$ cat config.mk
export PLATFORM = sky130hd
export DESIGN_NAME = bsp_box_reduce
export DESIGN_NICKNAME = d
export VERILOG_FILES = /design/src/bsp_pkg.sv /design/src/bsp_box_reduce.sv
export SDC_FILE = /design/constraint.sdc
export NUM_CORES = 1
export LEC_CHECK = 0
export ABC_AREA = 1
export BUFFER_PORTS_ARGS = -buffer_cell sky130_fd_sc_hd__buf_2
export CAP_MARGIN = 10
export CORE_MARGIN = 10
export CORE_UTILIZATION = 40
export CTS_BUF_LIST = sky130_fd_sc_hd__clkbuf_16
export DETAILED_ROUTE_END_ITERATION = 6
export SLEW_MARGIN = 40
export SYNTH_ARGS = -nofsm -noshare
export SYNTH_HDL_FRONTEND = slang
export SYNTH_SLANG_ARGS = --single-unit
$ cat constraint.sdc
create_clock -name clk -period 6.02 [get_ports clk]
set_input_delay 0.903 -clock clk [delete_from_list [all_inputs] [get_ports clk]]
set_output_delay 0.903 -clock clk [all_outputs]
set_load 0.01 [all_outputs]
$ cat src/bsp_pkg.sv
// Package for the box screen projection block: register codes, side-band
// structs and the 16-bit saturation helper. Depends on nothing.
package bsp_pkg;

    localparam int unsigned NUM_CORNERS   = 8;
    localparam int unsigned MIN_CORNERS   = 4;
    localparam int          DEPTH_MIN_Q22 = 41944;
    localparam int unsigned OFFSET_CAP    = 1 << 20;
    localparam int unsigned COLOUR_SCALE  = 510;
    localparam int unsigned COLOUR_FULL   = 255;

    typedef enum logic [2:0] {
        REG_CAMERA_X,
        REG_CAMERA_Y,
        REG_CAMERA_Z,
        REG_RIGHT_AXIS,
        REG_UP_AXIS,
        REG_FORWARD_AXIS,
        REG_PROJECTION_SCALES,
        REG_MODE_FLAGS
    } cfg_reg_t;

    typedef struct packed {
        logic        first;
        logic        last;
        logic [15:0] health_now;
        logic [15:0] health_full;
    } corner_tag_t;

    typedef struct packed {
        logic [47:0] right_axis;
        logic [47:0] up_axis;
        logic [47:0] forward_axis;
        logic [31:0] scale_x;
        logic [31:0] scale_y;
        logic [15:0] half_w;
        logic [15:0] half_h;
    } proj_cfg_t;

    typedef struct packed {
        logic               visible;
        logic               draw_box;
        logic               bar_on;
        logic signed [15:0] left;
        logic signed [15:0] top;
        logic signed [15:0] right;
        logic signed [15:0] bottom;
        logic [15:0]        health;
        logic [15:0]        health_full;
    } box_summary_t;

    function automatic logic signed [15:0] sat16(input logic signed [23:0] v);
        if (v > 24'sd32767)
            return 16'sh7fff;
        else if (v < -24'sd32768)
            return 16'sh8000;
        else
            return v[15:0];
    endfunction

endpackage

$ cat src/bsp_box_reduce.sv
// Rectangle reduction: counts corners in front and tracks the least and
// greatest screen x and y over one box. Depends on bsp_pkg.
module bsp_box_reduce (
    input  logic                  clk,
    input  logic                  rst_n,
    input  logic                  adv,
    input  logic [1:0]            mode_flags,
    input  logic                  screen_valid,
    input  bsp_pkg::corner_tag_t  screen_tag,
    input  logic                  screen_front,
    input  logic signed [15:0]    pix_x,
    input  logic signed [15:0]    pix_y,
    output logic                  summary_valid,
    output bsp_pkg::box_summary_t summary
);
    import bsp_pkg::*;

    logic [3:0]         cnt_reg, cnt_base, cnt_new;
    logic signed [15:0] left_reg, top_reg, right_reg, bottom_reg;
    logic signed [15:0] left_new, top_new, right_new, bottom_new;
    logic               sum_valid_reg;
    box_summary_t       sum_reg, sum_new;
    logic               vis;

    always_comb
    begin
        cnt_base   = screen_tag.first ? 4'd0 : cnt_reg;
        left_new   = left_reg;
        top_new    = top_reg;
        right_new  = right_reg;
        bottom_new = bottom_reg;
        cnt_new    = cnt_base;
        if (screen_front)
        begin
            cnt_new = cnt_base + 4'd1;
            if (cnt_base == 4'd0)
            begin
                left_new   = pix_x;
                right_new  = pix_x;
                top_new    = pix_y;
                bottom_new = pix_y;
            end
            else
            begin
                if (pix_x < left_reg)
                    left_new = pix_x;
                if (pix_x > right_reg)
                    right_new = pix_x;
                if (pix_y < top_reg)
                    top_new = pix_y;
                if (pix_y > bottom_reg)
                    bottom_new = pix_y;
            end
        end
        vis = cnt_new >= 4'(MIN_CORNERS);
        sum_new.visible     = vis;
        sum_new.draw_box    = vis && mode_flags[0];
        sum_new.bar_on      = vis && mode_flags[1] && (screen_tag.health_full != '0);
        sum_new.left        = left_new;
        sum_new.top         = top_new;
        sum_new.right       = right_new;
        sum_new.bottom      = bottom_new;
        sum_new.health      = (screen_tag.health_now > screen_tag.health_full)
                              ? screen_tag.health_full : screen_tag.health_now;
        sum_new.health_full = screen_tag.health_full;
    end

    always_ff @(posedge clk or negedge rst_n)
    begin
        if (!rst_n)
        begin
            cnt_reg       <= '0;
            sum_valid_reg <= 1'b0;
        end
        else if (adv)
        begin
            sum_valid_reg <= screen_valid && screen_tag.last;
            if (screen_valid)
                cnt_reg <= cnt_new;
        end
    end

    always_ff @(posedge clk)
    begin
        if (adv)
        begin
            if (screen_valid)
            begin
                left_reg   <= left_new;
                top_reg    <= top_new;
                right_reg  <= right_new;
                bottom_reg <= bottom_new;
            end
            sum_reg <= sum_new;
        end
    end

    assign summary_valid = sum_valid_reg;
    assign summary       = sum_reg;

endmodule

# After elaboration in Yosys (flattened, before gate mapping)
# Index checks and enable logic that the tools add are counted.
[totals]
register_bits = 168
inputBits = 73
output_inout_bits = 100
wordCells = 44
[op_classes]
add_sub_neg = 1
order_cmp = 6
n_mux = 15
reduce_logical = 7
[ops]
columns = ["cell", "count"]
rows = [
  ["16-bit two-way mux", 13],
  ["16-bit > comparator", 3],
  ["16-bit < comparator", 2],
  ["16-bit nonzero test", 1],
  ["4-bit two-way mux", 2],
  ["4-bit by 1-bit adder with 4-bit output, second input constant", 1],
  ["4-bit by 3-bit greater-or-equal comparator with 1-bit output, second input constant", 1],
  ["1-bit logical AND", 4],
  ["4-bit zero test", 1],
  ["2-bit AND reduction", 1],
]

# Longest topological paths before layout
[depth]
ltp_word = 6
ltp_mapped = 19
ltp_nobuf = 18

# Worst setup path after synthesis
# Ideal clock, no wire load.
[synth_path]
kind = "input to register"
from = "in adv"
to = "reg bottom_reg[0], enable pin"
setup_time_ns = 0.776
t_arrival_ns = 2.266
required_ns = 5.244
path_slack_ns = 2.978
cell_stages = 2
path_buffers = 0
cell_sequence = "nand2_1 -> clkinv_1"
[synth_via]
elab_chain_cells = 1
[synth_rtl]
columns = ["item", "line_no", "text"]
rows = [
  ["start: declaration", "bsp_box_reduce.sv:6", "input logic adv,"],
  ["2-bit AND reduction (no source line)", "--", ""],
  ["end signal: assignment", "bsp_box_reduce.sv:92", "bottom_reg <= bottom_new;"],
  ["end: declaration", "bsp_box_reduce.sv:19", "logic signed [15:0] left_reg, top_reg, right_reg, bottom_reg;"],
]
# Every way passes these cells.
# A chain may end at the register's enable or synchronous reset.

# Worst setup path in the final report
[layout_path]
from = "in adv"
to = "reg bottom_reg[11], enable pin"
# Same word-level chain as after synthesis.

==> flow_metrics.tcl <==
set metrics [dict create \
    preCtsSetupSlack_ns 2.85 \
    synth_area_leaders "edfxtp_1 (57%), ha_1 (12%), nand2_1 (9.9%)" \
    wl_per_cell_um 15.8 \
    die_x_um 167 \
    crit_chain "buf_4 -> nand2_1 -> inv_2 -> buf_4" \
    tritoncts "yes" \
    synth_fa_ha_area_frac 0.116 \
    synth_compound_area_frac 0.0417 \
    drv_slew 0 \
    drtAntennaViolNets 0 \
    outcome "completed" \
    p_leak_nw 4.93 \
    critPathBufInv 3 \
    grt_max_degree 71 \
    clock_skew_ns 0.0160 \
    critPathCaptureType "flip-flop" \
    worstPathRequired_ns 6.08 \
    cp.arrival_ns 2.71 \
    irDropWorstVdd_mv 0.186 \
    setup_viol 0 \
    grt_pass1_wl_um 33100 \
    routed_wl_um 20300 \
    antenna_found_initial 5 \
    synthMuxAreaShare 0 \
    synth_xor_area_frac 0.00204 \
    synth_top_family_by_area "simple AND/OR/NAND/NOR gates" \
    via_count 6167 \
    worst-path-stages 4 \
    postCtsSetupBuffers 0 \
    p_sw_frac 0.273 \
    synth.top_cell.area_share 0.569 \
    hold_viol 0 \
    ctsHoldBuffers 0 \
    clkTransAtPathRegs_ns 0.07 \
    place.gp.congestion 0.786 \
    fmax_ghz 0.377 \
    gr-total-overflow 0 \
    area_delta_synth_final_pct 20.0 \
    num_io_pins 173 \
    via_per_inst 4.79 \
    synth_seq_area_share 0.583 \
    clock_latency_ns 0.43 \
    synth_cell_types 35 \
    post-route-min-period_ns 2.65 \
    maxCapViolCount 0 \
    initial_core_util 0.408 \
    rows 53 \
    avgSynthCellArea_um2 10.5 \
    slowest_stage "buf_4" \
    drc_errors 0 \
    drtIter0Drc 333 \
    coreArea_um2 21100 \
    first_pass_iters 5 \
    power_mw 3.09 \
    netlist_instances 820 \
    relSlewSlack 0.525 \
    start_kind "input pin" \
    p_per_area_nw_per_um2 300 \
    worstMarginPinSlew_ns 0.711 \
    cts-root-buf "clkbuf_16" \
    reg2reg_depth 12 \
    crit_top_cell "buf_4" \
    grt_pass1_vias 6308 \
    worst_slack_ns 3.37 \
    die_h_um 167 \
    tns_ns 0 \
    drive_above_1_share 0.235 \
    crit_fanout 38 \
    layout.nets 1148 \
    finalCritPeriodShare 0.441 \
    criticalPathCategory "in2reg" \
    synth-simple-area-share 0.191 \
    crit_family "buffers and inverters" \
    synthesis.area_um2 8600 \
    io_buffers 172 \
    synth_nets 973 \
    die-area_um2 27800 \
    yosysWarningCount 0 \
    largest_reg_flops 99 \
    p_switching_mw 0.843 \
    cts.path.max_buffers 2 \
    rsz0062_at_grt "no" \
    synth_area_leader_cell "edfxtp_1" \
    slowest_delay_ns 0.58 \
    cts_max_level 4 \
    grt_usage 0.147 \
    hpwlAfterDp_um 14700 \
    power_frac_seq 0.471 \
    cts_resized 0 \
    cts_buffers 17 \
    hold_class "in2async" \
    power_frac_comb 0.166 \
    clock_power_share 0.364 \
    p_int_mw 2.25 \
    filler_cell_count 1992 \
    synth_seq_cells 168 \
    cts_num_sinks 168 \
]
through the flow:
stage | utilization | std cells | hold slack, ns | area, µm²
floorplan | - | 820 | 0.449 | 8600
global placement | 0.460 | 1251 | 0.472 | 9700
detailed placement | 0.460 | 1251 | 0.475 | 9710
CTS | 0.489 | 1283 | 0.253 | 10300
global route | 0.489 | 1284 | 0.256 | 10300
finish | 0.490 | 1287 | 0.273 | 10300
path summary, 6_finish.rpt:
check / start / to / slack, ns
max in group asynchronous: rst_n / cnt_reg[1]$_DFFE_PN0P_ / 5.61
setup reg to reg: left_reg[13]$_DFFE_PP_ / left_reg[12]$_DFFE_PP_ / 3.63
hold / removal: rst_n / cnt_reg[0]$_DFFE_PN0P_ / 0.27
setup / recovery: adv / bottom_reg[11]$_DFFE_PP_ / 3.37
hold reg to reg: cnt_reg[3]$_DFFE_PN0P_ / cnt_reg[3]$_DFFE_PN0P_ / 0.49
min in group clk: cnt_reg[3]$_DFFE_PN0P_ / cnt_reg[3]$_DFFE_PN0P_ / 0.49
power groups by stage:
stage / sequential [mW] / combinational, mW / clock, mW
3_5_place_dp: 1.48 / 0.521 / 0
5_1_grt: 1.47 / 0.591 / 1.20
4_1_cts: 1.46 / 0.523 / 1.16
2_1_floorplan: 1.52 / 0.284 / 0
6_report: 1.46 / 0.513 / 1.13
3_3_place_gp: 1.48 / 0.511 / 0
logic make-up (layout without fill, tap and decap cells):
logic type	Yosys count	after routing
and+or+nand+nor	369	369
DFF	168	168
buffers and inverters	135	323
adders and majority gates	80	80
AOI/OAI and AO/OA	66	66
xor gates and xnor gates	2	2
other	0	4
cells in the final DEF (no fill, tap or decap), types with 17 or more instances in the layout:
cell and instances:
clkbuf_16 17, o21ai_0 26, a21oi_1 29, ha_1 80, buf_2 171, nand3_1 80
nand2_1 226, inv_1 115, edfxtp_1 163, nor2_1 23
final cells by class:
| cell class | count | area (µm²) | area share |
|---|---|---|---|
| Sequential cell | 168 | 5020 | 0.486 |
| Multi-Input combinational cell | 517 | 3020 | 0.292 |
| Timing Repair Buffer | 175 | 893 | 0.0865 |
| Inverter | 116 | 435 | 0.0422 |
| Clock buffer | 17 | 425 | 0.0412 |
| Tap cell | 275 | 344 | 0.0333 |
| Clock inverter | 15 | 179 | 0.0173 |
| Antenna cell | 4 | 10.0 | 0.000969 |
cell usage after synthesis:
library cell / count
a21oi_1: 29
clkbuf_1: 8
nand3_4: 1
nor2_1: 23
clkbuf_4: 1
nand2_1: 227
edfxtp_1: 163
o211ai_1: 1
or2_2: 1
nand2_4: 7
nor3_1: 6
buf_2: 2
nand3_1: 80
o21ai_1: 1
o22ai_1: 1
nor3_2: 2
ha_1: 80
a21oi_4: 1
xnor2_1: 2
nand3_2: 1
buf_4: 4
buf_12: 1
nand4_1: 5
a21o_1: 3
clkinv_1: 1
o21bai_1: 1
nand2_2: 14
inv_2: 2
nor4_1: 1
dfrtp_1: 5
o21ai_0: 26
buf_6: 3
nor4_2: 1
inv_1: 113
a31oi_1: 3
worst reg2reg max path, cell delays in order (launching register included):
cell	delay (ns)
edfxtp_1	0.41
inv_1	0.09
ha_1	0.25
a21oi_1	0.18
nor2_1	0.05
nor2_1	0.12
nand2_1	0.07
nor2_1	0.17
a21oi_4	0.09
nand2_4	0.22
nand2_4	0.24
nand2_2	0.13
nand2_1	0.09
routing by layer:
| metal | up-vias | track usage | routed length, µm |
|---|---|---|---|
| li1 | 3142 | - | - |
| met1 | 2825 | 0.182 | 9010 |
| met2 | 179 | 0.228 | 9240 |
| met3 | 19 | 0.0643 | 1870 |
| met4 | 2 | 0.0420 | 197 |
| met5 | - | 0 | 7 |
(Power assumes the default switching activity.)
