$ cat config.mk
export PLATFORM = sky130hd
export DESIGN_NAME = bsp_health_bar_flat
export DESIGN_NICKNAME = d
export VERILOG_FILES = /design/src/bsp_pkg.sv /design/src/bsp_if.sv /design/src/bsp_health_bar.sv /design/src/flat_wrapper.sv
export SDC_FILE = /design/constraint.sdc
export NUM_CORES = 2
export LEC_CHECK = 0
export BUFFER_PORTS_ARGS = -buffer_cell sky130_fd_sc_hd__buf_2
export CAP_MARGIN = 30
export CORE_ASPECT_RATIO = 0.8
export CORE_MARGIN = 3
export CORE_UTILIZATION = 36
export CTS_CLUSTER_DIAMETER = 30
export DETAILED_ROUTE_END_ITERATION = 7
export HOLD_SLACK_MARGIN = 0.05
export MAX_ROUTING_LAYER = met4
export PLACE_DENSITY_LB_ADDON = 0.08
export SYNTH_ARGS = -nofsm -noshare
export SYNTH_HDL_FRONTEND = slang
export SYNTH_SLANG_ARGS = --single-unit
$ cat constraint.sdc
create_clock -name clk -period 88.2 [get_ports clk]
set_clock_uncertainty 0.05 [all_clocks]
set_input_delay 4.41 -clock clk [delete_from_list [all_inputs] [get_ports clk]]
set_output_delay 4.41 -clock clk [all_outputs]
set_load 0.01 [all_outputs]
$ cat src/bsp_pkg.sv
// Package for the box screen projection block: register codes, side-band
// structs and the 16-bit saturation helper. Depends on nothing.
package bsp_pkg;

    localparam int unsigned NUM_CORNERS   = 8;
    localparam int unsigned MIN_CORNERS   = 4;
    localparam int          DEPTH_MIN_Q22 = 41944;
    localparam int unsigned OFFSET_CAP    = 1 << 20;
    localparam int unsigned COLOUR_SCALE  = 510;
    localparam int unsigned COLOUR_FULL   = 255;

    typedef enum logic [2:0] {
        REG_CAMERA_X,
        REG_CAMERA_Y,
        REG_CAMERA_Z,
        REG_RIGHT_AXIS,
        REG_UP_AXIS,
        REG_FORWARD_AXIS,
        REG_PROJECTION_SCALES,
        REG_MODE_FLAGS
    } cfg_reg_t;

    typedef struct packed {
        logic        first;
        logic        last;
        logic [15:0] health_now;
        logic [15:0] health_full;
    } corner_tag_t;

    typedef struct packed {
        logic [47:0] right_axis;
        logic [47:0] up_axis;
        logic [47:0] forward_axis;
        logic [31:0] scale_x;
        logic [31:0] scale_y;
        logic [15:0] half_w;
        logic [15:0] half_h;
    } proj_cfg_t;

    typedef struct packed {
        logic               visible;
        logic               draw_box;
        logic               bar_on;
        logic signed [15:0] left;
        logic signed [15:0] top;
        logic signed [15:0] right;
        logic signed [15:0] bottom;
        logic [15:0]        health;
        logic [15:0]        health_full;
    } box_summary_t;

    function automatic logic signed [15:0] sat16(input logic signed [23:0] v);
        if (v > 24'sd32767)
            return 16'sh7fff;
        else if (v < -24'sd32768)
            return 16'sh8000;
        else
            return v[15:0];
    endfunction

endpackage

$ cat src/bsp_if.sv


interface bsp_result_if;
    logic               valid;
    logic               ready;
    logic               visible;
    logic               draw_box;
    logic signed [15:0] rect_left;
    logic signed [15:0] rect_top;
    logic signed [15:0] rect_right;
    logic signed [15:0] rect_bottom;
    logic               bar_shown;
    logic signed [15:0] bar_fill_top;
    logic [7:0]         bar_red;
    logic [7:0]         bar_green;

    modport source (output valid, visible, draw_box, rect_left, rect_top, rect_right,
                    rect_bottom, bar_shown, bar_fill_top, bar_red, bar_green, input ready);
    modport sink (input valid, visible, draw_box, rect_left, rect_top, rect_right,
                  rect_bottom, bar_shown, bar_fill_top, bar_red, bar_green, output ready);
endinterface

$ cat src/bsp_health_bar.sv
// Health bar pipeline and output register: fill height and colour through a
// bit-per-stage divider, then the result word. Depends on bsp_pkg and bsp_if.
module bsp_health_bar (
    input  logic                  clk,
    input  logic                  rst_n,
    output logic                  adv,
    input  logic                  summary_valid,
    input  bsp_pkg::box_summary_t summary,
    bsp_result_if.source          result_out
);
    import bsp_pkg::*;

    localparam int QW = 16;

    logic               v_reg [QW + 1];
    box_summary_t       sum_reg [QW + 1];
    logic               upper_reg [QW + 1];
    logic [31:0]        remf_reg [QW + 1];
    logic [31:0]        remc_reg [QW + 1];
    logic [QW-1:0]      qf_reg [QW + 1];
    logic [QW-1:0]      qc_reg [QW + 1];

    logic               out_valid_reg;
    logic               out_vis_reg, out_draw_reg, out_bar_reg;
    logic signed [15:0] out_l_reg, out_t_reg, out_r_reg, out_b_reg, out_fill_reg;
    logic [7:0]         out_red_reg, out_green_reg;

    logic [15:0]        height;
    logic               upper;
    logic [15:0]        colour_base;
    logic signed [16:0] span;

    assign adv = !out_valid_reg || result_out.ready;

    always_comb
    begin
        span        = 17'(summary.bottom) - 17'(summary.top);
        height      = span[15:0];
        upper       = {summary.health, 1'b0} > {1'b0, summary.health_full};
        colour_base = upper ? summary.health_full - summary.health : summary.health;
    end

    always_ff @(posedge clk or negedge rst_n)
    begin
        if (!rst_n)
            v_reg[0] <= 1'b0;
        else if (adv)
            v_reg[0] <= summary_valid;
    end

    always_ff @(posedge clk)
    begin
        if (adv)
        begin
            sum_reg[0]   <= summary;
            upper_reg[0] <= upper;
            remf_reg[0]  <= 32'(height) * 32'(summary.health);
            remc_reg[0]  <= 32'(COLOUR_SCALE) * 32'(colour_base);
            qf_reg[0]    <= '0;
            qc_reg[0]    <= '0;
        end
    end

    for (genvar s = 1; s <= QW; s++)
    begin : g_div
        localparam int SH = QW - s;
        logic [31:0] dsh;
        logic        take_f, take_c;

        always_comb
        begin
            dsh    = 32'(sum_reg[s-1].health_full) << SH;
            take_f = remf_reg[s-1] >= dsh;
            take_c = remc_reg[s-1] >= dsh;
        end

        always_ff @(posedge clk or negedge rst_n)
        begin
            if (!rst_n)
                v_reg[s] <= 1'b0;
            else if (adv)
                v_reg[s] <= v_reg[s-1];
        end

        always_ff @(posedge clk)
        begin
            if (adv)
            begin
                sum_reg[s]   <= sum_reg[s-1];
                upper_reg[s] <= upper_reg[s-1];
                remf_reg[s]  <= take_f ? remf_reg[s-1] - dsh : remf_reg[s-1];
                remc_reg[s]  <= take_c ? remc_reg[s-1] - dsh : remc_reg[s-1];
                qf_reg[s]    <= {qf_reg[s-1][QW-2:0], take_f};
                qc_reg[s]    <= {qc_reg[s-1][QW-2:0], take_c};
            end
        end
    end

    box_summary_t sl;
    logic         vis, bar;
    assign sl  = sum_reg[QW];
    assign vis = sl.visible;
    assign bar = sl.bar_on;

    always_ff @(posedge clk or negedge rst_n)
    begin
        if (!rst_n)
            out_valid_reg <= 1'b0;
        else if (adv)
            out_valid_reg <= v_reg[QW];
    end

    always_ff @(posedge clk)
    begin
        if (adv)
        begin
            out_vis_reg  <= vis;
            out_draw_reg <= sl.draw_box;
            out_bar_reg  <= bar;
            out_l_reg    <= vis ? sl.left : '0;
            out_t_reg    <= vis ? sl.top : '0;
            out_r_reg    <= vis ? sl.right : '0;
            out_b_reg    <= vis ? sl.bottom : '0;
            out_fill_reg <= bar ? sat16(24'(sl.bottom) - $signed(24'(qf_reg[QW]))) : '0;
            if (!bar)
            begin
                out_red_reg   <= '0;
                out_green_reg <= '0;
            end
            else if (upper_reg[QW])
            begin
                out_red_reg   <= qc_reg[QW][7:0];
                out_green_reg <= 8'(COLOUR_FULL);
            end
            else
            begin
                out_red_reg   <= 8'(COLOUR_FULL);
                out_green_reg <= qc_reg[QW][7:0];
            end
        end
    end

    assign result_out.valid        = out_valid_reg;
    assign result_out.visible      = out_vis_reg;
    assign result_out.draw_box     = out_draw_reg;
    assign result_out.rect_left    = out_l_reg;
    assign result_out.rect_top     = out_t_reg;
    assign result_out.rect_right   = out_r_reg;
    assign result_out.rect_bottom  = out_b_reg;
    assign result_out.bar_shown    = out_bar_reg;
    assign result_out.bar_fill_top = out_fill_reg;
    assign result_out.bar_red      = out_red_reg;
    assign result_out.bar_green    = out_green_reg;

endmodule
$ cat src/flat_wrapper.sv
// flat-port wrapper written by rule: the top's interface ports become plain ports
module bsp_health_bar_flat import bsp_pkg::*;
  (clk, rst_n, adv, summary_valid, summary, result_out_valid, result_out_visible, result_out_draw_box, result_out_rect_left, result_out_rect_top, result_out_rect_right, result_out_rect_bottom, result_out_bar_shown, result_out_bar_fill_top, result_out_bar_red, result_out_bar_green, result_out_ready);
  bsp_result_if result_out_i ();
  input  logic clk;
  input  logic rst_n;
  output logic adv;
  input  logic summary_valid;
  input  bsp_pkg::box_summary_t summary;
  output wire logic [$bits(result_out_i.valid)-1:0] result_out_valid;
  output wire logic [$bits(result_out_i.visible)-1:0] result_out_visible;
  output wire logic [$bits(result_out_i.draw_box)-1:0] result_out_draw_box;
  output wire logic [$bits(result_out_i.rect_left)-1:0] result_out_rect_left;
  output wire logic [$bits(result_out_i.rect_top)-1:0] result_out_rect_top;
  output wire logic [$bits(result_out_i.rect_right)-1:0] result_out_rect_right;
  output wire logic [$bits(result_out_i.rect_bottom)-1:0] result_out_rect_bottom;
  output wire logic [$bits(result_out_i.bar_shown)-1:0] result_out_bar_shown;
  output wire logic [$bits(result_out_i.bar_fill_top)-1:0] result_out_bar_fill_top;
  output wire logic [$bits(result_out_i.bar_red)-1:0] result_out_bar_red;
  output wire logic [$bits(result_out_i.bar_green)-1:0] result_out_bar_green;
  input wire logic [$bits(result_out_i.ready)-1:0] result_out_ready;
  assign result_out_valid = result_out_i.valid;
  assign result_out_visible = result_out_i.visible;
  assign result_out_draw_box = result_out_i.draw_box;
  assign result_out_rect_left = result_out_i.rect_left;
  assign result_out_rect_top = result_out_i.rect_top;
  assign result_out_rect_right = result_out_i.rect_right;
  assign result_out_rect_bottom = result_out_i.rect_bottom;
  assign result_out_bar_shown = result_out_i.bar_shown;
  assign result_out_bar_fill_top = result_out_i.bar_fill_top;
  assign result_out_bar_red = result_out_i.bar_red;
  assign result_out_bar_green = result_out_i.bar_green;
  assign result_out_i.ready = result_out_ready;
  bsp_health_bar u_core (.clk(clk), .rst_n(rst_n), .adv(adv), .summary_valid(summary_valid), .summary(summary), .result_out(result_out_i));
endmodule
# ---- Word level (Yosys, flattened, before mapping)
# Memory sizes are Yosys's and may differ from the RTL's.
# Index checks and enable logic that the tools add are counted.
dict set report classes {
  addsub 35
  multipliers 2
  reduce_logical 3
  mux 39
  n_bitwise 1
  n_lt_le_gt_ge 35
}
# op count
set op_table {}
lappend op_table {{32-bit two-way mux} 32}
lappend op_table {{32-bit by 16-bit greater-or-equal comparator with 1-bit output} 2}
lappend op_table {{32-bit by 17-bit greater-or-equal comparator with 1-bit output} 2}
lappend op_table {{32-bit by 18-bit greater-or-equal comparator with 1-bit output} 2}
lappend op_table {{32-bit by 19-bit greater-or-equal comparator with 1-bit output} 2}
lappend op_table {{32-bit by 20-bit greater-or-equal comparator with 1-bit output} 2}
lappend op_table {{32-bit by 21-bit greater-or-equal comparator with 1-bit output} 2}
lappend op_table {{32-bit by 22-bit greater-or-equal comparator with 1-bit output} 2}
lappend op_table {{32-bit by 23-bit greater-or-equal comparator with 1-bit output} 2}
lappend op_table {{32-bit by 24-bit greater-or-equal comparator with 1-bit output} 2}
lappend op_table {{32-bit by 25-bit greater-or-equal comparator with 1-bit output} 2}
lappend op_table {{32-bit by 26-bit greater-or-equal comparator with 1-bit output} 2}
lappend op_table {{32-bit by 27-bit greater-or-equal comparator with 1-bit output} 2}
lappend op_table {{32-bit by 28-bit greater-or-equal comparator with 1-bit output} 2}
lappend op_table {{32-bit by 29-bit greater-or-equal comparator with 1-bit output} 2}
lappend op_table {{32-bit by 30-bit greater-or-equal comparator with 1-bit output} 2}
lappend op_table {{32-bit by 31-bit greater-or-equal comparator with 1-bit output} 2}
lappend op_table {{32-bit by 16-bit subtractor with 32-bit output} 2}
lappend op_table {{32-bit by 17-bit subtractor with 32-bit output} 2}
lappend op_table {{32-bit by 18-bit subtractor with 32-bit output} 2}
lappend op_table {{32-bit by 19-bit subtractor with 32-bit output} 2}
lappend op_table {{32-bit by 20-bit subtractor with 32-bit output} 2}
lappend op_table {{32-bit by 21-bit subtractor with 32-bit output} 2}
lappend op_table {{32-bit by 22-bit subtractor with 32-bit output} 2}
lappend op_table {{other kinds (24)} 37}
dict set report word_totals {
  word_cells 150
  out_inout_bits 101
  input_bits 103
  ram_bits 3332
  n_memories 6
  ff_bits 117
}
# name words word_bits rd rd_ports_with_merged_regs write_ports line
set mem_list {}
lappend mem_list {u_core.sum_reg 17 99 17 0 17 bsp_health_bar.sv:16} ;# box_summary_t sum_reg [QW + 1];
lappend mem_list {u_core.remc_reg 17 32 16 0 17 bsp_health_bar.sv:19} ;# logic [31:0] remc_reg [QW + 1];
lappend mem_list {u_core.remf_reg 17 32 16 0 17 bsp_health_bar.sv:18} ;# logic [31:0] remf_reg [QW + 1];
lappend mem_list {u_core.qc_reg 17 16 17 0 17 bsp_health_bar.sv:21} ;# logic [QW-1:0] qc_reg [QW + 1];
lappend mem_list {u_core.qf_reg 17 16 17 0 17 bsp_health_bar.sv:20} ;# logic [QW-1:0] qf_reg [QW + 1];
lappend mem_list {u_core.upper_reg 17 1 17 0 17 bsp_health_bar.sv:17} ;# logic upper_reg [QW + 1];

# ---- Logic depth before layout (Yosys ltp)
# An unclocked memory read counts as a cell.
dict set report logic_depth {
  depth_word 5
  depth_mapped 33
  ltp_nobuf 33
}

# ---- Worst setup path before layout
# No wires, ideal clock.
dict set report synth_timing {
  kind {input -> register}
  start {in result_out_ready}
  end {reg u_core.v_reg[0] (netlist name)}
  cell_stages 4
  path_buffers 2
  slack_ns 1.698
  t_arrival_ns 86.181
  setup_ns 0.271
  required_time_ns 87.879
  path_cell_list {nand2b_1 clkbuf_1 clkbuf_1 mux2_2}
}
dict set report synth_via {
  elab_chain_len 1
}
# item line
set synth_lines {}
lappend synth_lines {{start, declared} flat_wrapper.sv:21} ;# input wire logic [$bits(result_out_i.ready)-1:0] result_out_ready;
lappend synth_lines {{1-bit logical OR} bsp_health_bar.sv:33} ;# assign adv = !out_valid_reg || result_out.ready;
lappend synth_lines {{via adv} flat_wrapper.sv:7} ;# output logic adv;
lappend synth_lines {{end signal, assigned by index} bsp_health_bar.sv:82} ;# v_reg[s] <= v_reg[s-1];
lappend synth_lines {{end, declared} bsp_health_bar.sv:15} ;# logic v_reg [QW + 1];
# The timed path passes the listed nets, and every way through them passes these cells.
# A chain may end at the register's enable or synchronous reset.

==> summary by stage <==
Cells and area
The area of the multi-input gates is ~45,000 um^2. Cells fill 43.53% of the core in the end. The top cell types in the final layout, fill and taps aside, are sky130_fd_sc_hd__edfxtp_1 (2,684), sky130_fd_sc_hd__inv_1 (818), sky130_fd_sc_hd__ha_1 (718). The commonest non-fill, non-tap cell in the layout is sky130_fd_sc_hd__edfxtp_1. The count of fill cells added during filler insertion is between 30k and 40k. Relative to the synthesized area, the layout overhead comes to 20.09%. The net count of the finished layout is ~11k. The post-route netlist has roughly 13% of its cells at a drive strength greater than 1. The number of flip-flops under the largest register name is approximately 1.4k. The sequential cells in the finished layout cover a total of roughly 81,000 um^2.

Synthesis
The area of the mapped netlist is ~130,000 um^2. The most used flip-flop cell after synthesis is sky130_fd_sc_hd__edfxtp_1. The fraction of the yosys area taken by sequential cells is between 60% and 70%. After synthesis, the share of flip-flops with an asynchronous set or reset is less than 1%. The synthesized flop and latch total is ~2.7k. The synthesized design contains roughly 2.7k enable-type register cells. Yosys printed 0 warnings. The distinct cell type count after synthesis is between 80 and 90. The synthesized net count is around 11k. The post-synthesis average cell area is around 14 um^2. The synthesized instance count is 9,588.

Clocking
Gates resized during post-CTS repair numbered 0. The count of clock tree sinks is roughly 2.7k. The worst-skew pair later-pin latency is ~0.98 ns. CTS placed an instance of sky130_fd_sc_hd__clkbuf_16 at the clock tree root.

For this design, the CTS-stage hold fixing added 0 buffers. Buffers added to address setup during post-CTS repair amount to 0. The register clock-pin slew on the reported worst setup and hold paths is approximately 0.050 ns. The H-tree was split into 6 levels.

The CTS tree is done. Counting along the longest clock path gives a buffer depth of 4. Clock tree synthesis inserted a total of 540 buffers.

Floorplanning
The region available for standard cell placement spans approximately 360,000 um^2. The initial standard-cell utilization of the core is 36.25%. The die is 676.6 um wide. The height of the chip is ~540 um. a little over 200 I/O pins were placed. The floorplan has around 200 rows.

The area enclosed by the die boundary is between 300,000 and 400,000 um^2.

Status
The run finished with clean final reports.

STA
The relative slew slack is 26.21%. Summed over all failing endpoints, the final setup total negative slack is 0 ns. The number of hold violations in the final report is 0. The post-route clock period utilization is 14.08%.

The transition at the pin with the smallest max-transition slack is between 1 and 1.5 ns. The time the worst path needs with I/O delays and setup is 12.42 ns. Setup repair after global routing left no endpoint under its margin. The max-slew violation count is 0. The worst hold margin is 0.3267 ns. The maximum frequency from static timing analysis is between 80 and 90 MHz. The final number of setup-violating endpoints is 0.

Detailed routing
Once detail routing completed, the nets flagged for antenna violations numbered 0. The initial detailed-routing violation count is roughly 5.6k. Using the TritonRoute via totals, the vias-per-cell ratio works out to slightly below 5. The final wirelength is 325,600 um.

The routed layout has between 70k and 80k vias. After detailed routing, the average wire length per cell comes to about 21 um. The total DRC errors in the routed layout is 0. Before antenna repair, the detailed router went through 5 iterations.

Worst hold path
The worst hold path stage count is 0. The kind of path behind the tightest hold check is flip-flop to flip-flop.

Worst setup path
Among the stages of the critical path, the cell type that occurs most often is sky130_fd_sc_hd__fa_1. The critical path is of the input pin to flip-flop type. The number of cells on the worst reg-to-reg path is 8. The largest single stage delay on the critical path is about 0.73 ns. The largest driver fanout on the critical path is 16. Data on the critical path arrives at its endpoint at between 10 and 15 ns. For this design, the slowest cell found on the critical path is sky130_fd_sc_hd__xnor2_2.

STA puts the critical path data required time at 88.87 ns. The startpoint kind of the worst setup timing path is an input pin. The capturing element type of the critical path is a flip-flop.

Placed design
The number of buffer cells added on primary ports is approximately 200. The weighted congestion at the end of routability-driven global placement is approximately 0.88. The final HPWL from detailed placement is 243,300 um.

GRT
The wire length of the first global-routing pass is around 490,000 um. The number of antenna violations at the first check in global routing is 16. The number of global-route vias before repair came to between 70k and 80k. The global router's overall resource usage is between 15 and 20%. Summed over all layers, the global routing overflow is 0. The pin count of the biggest net entering global routing is approximately 180.

Job
Max-cap violations in this run came to 0.
-- worst max-delay path: cells and delay by family --
family | cells | cell delay [ns]
buffers and inverters | 5 | 0.30
AOI/OAI and AO/OA | 10 | 2.16
and+or+nand+nor | 6 | 1.24
adders and majority gates | 9 | 4.10
xor gates and xnor gates | 2 | 0.88
-- through the flow --
| stage | cell area [um^2] | instances | worst slack (ns) |
|---|---|---|---|
| after floorplan | 129500 | 9588 | 1.698 |
| after global placement | 136700 | 14460 | 74.81 |
| after detailed placement | 136800 | 14460 | 74.83 |
| after CTS | 155400 | 15460 | 75.89 |
| after global routing | 155500 | 15460 | 75.29 |
| final | 155600 | 15470 | 75.78 |
-- layer usage --
metal / global-route usage (%) / up-vias / wire length, um
met5: - / - / 0
met4: 5.264 / 0 / 8786
met3: 2.777 / 519 / 14060
met2: 26.30 / 1668 / 140400
met1: 26.08 / 37660 / 162300
li1: - / 36800 / -
-- path summary, 6_finish.rpt --
path	from	endpoint	slack, ns
max in group asynchronous	rst_n	u_core.v_reg[5]	84.49
min in group asynchronous	rst_n	u_core.v_reg[3]	3.31
hold reg to reg	u_core.sum_reg[6][58]	u_core.sum_reg[6][157]	0.33
setup / recovery	summary[32]	u_core.remf_reg[0][30]	75.78
setup reg to reg	u_core.result_out.valid	u_core.sum_reg[0][193]	82.34
hold / removal	u_core.sum_reg[6][58]	u_core.sum_reg[6][157]	0.33
-- kinds of logic (layout without fill, tap and decap cells) --
kind of cell | after synthesis | count (layout) | share of synthesized area, %
XOR/XNOR | 653 | 653 | 4.415
multiplexers | 149 | 149 | 1.254
buffers and inverters | 981 | 2102 | 2.854
flip-flops | 2702 | 2702 | 62.57
AO/OA/AOI/OAI | 1745 | 1745 | 8.353
AND/OR/NAND/NOR | 2345 | 2345 | 9.075
adder cells (fa/ha/maj) | 1013 | 1013 | 11.48
other | 0 | 5 | 0
-- cell type report --
type / count / area share, %
antenna: 5 / 0.008044
clock buffer: 603 / 8.914
clock inverter: 392 / 3.067
inverter: 821 / 1.981
multi-input combinational: 5905 / 28.92
sequential: 2702 / 52.10
tap: 4752 / 3.822
timing repair buffer: 286 / 1.183
-- Yosys cell counts, types with 111 or more instances --
master                     count  area (um^2)
sky130_fd_sc_hd__clkbuf_1    139        521.8
sky130_fd_sc_hd__nand3_1     113        565.5
sky130_fd_sc_hd__nand2b_1    116        725.7
sky130_fd_sc_hd__xor2_1      310         2715
sky130_fd_sc_hd__and2_1      193         1207
sky130_fd_sc_hd__a21o_1      194         1456
sky130_fd_sc_hd__xnor2_1     343         3004
sky130_fd_sc_hd__o21ai_0     497         2487
sky130_fd_sc_hd__ha_1        718         8984
sky130_fd_sc_hd__nor3_1      176        880.8
sky130_fd_sc_hd__nor2b_1     111        694.4
sky130_fd_sc_hd__a21oi_1     499         2497
sky130_fd_sc_hd__edfxtp_1   2684        80600
sky130_fd_sc_hd__nand2_1     639         2399
sky130_fd_sc_hd__inv_1       818         3070
sky130_fd_sc_hd__fa_1        293         5866
sky130_fd_sc_hd__nor2_1      518         1944
Power is not shown: default switching activity piles up to over one toggle a cycle in this logic, so the estimate is an artifact.
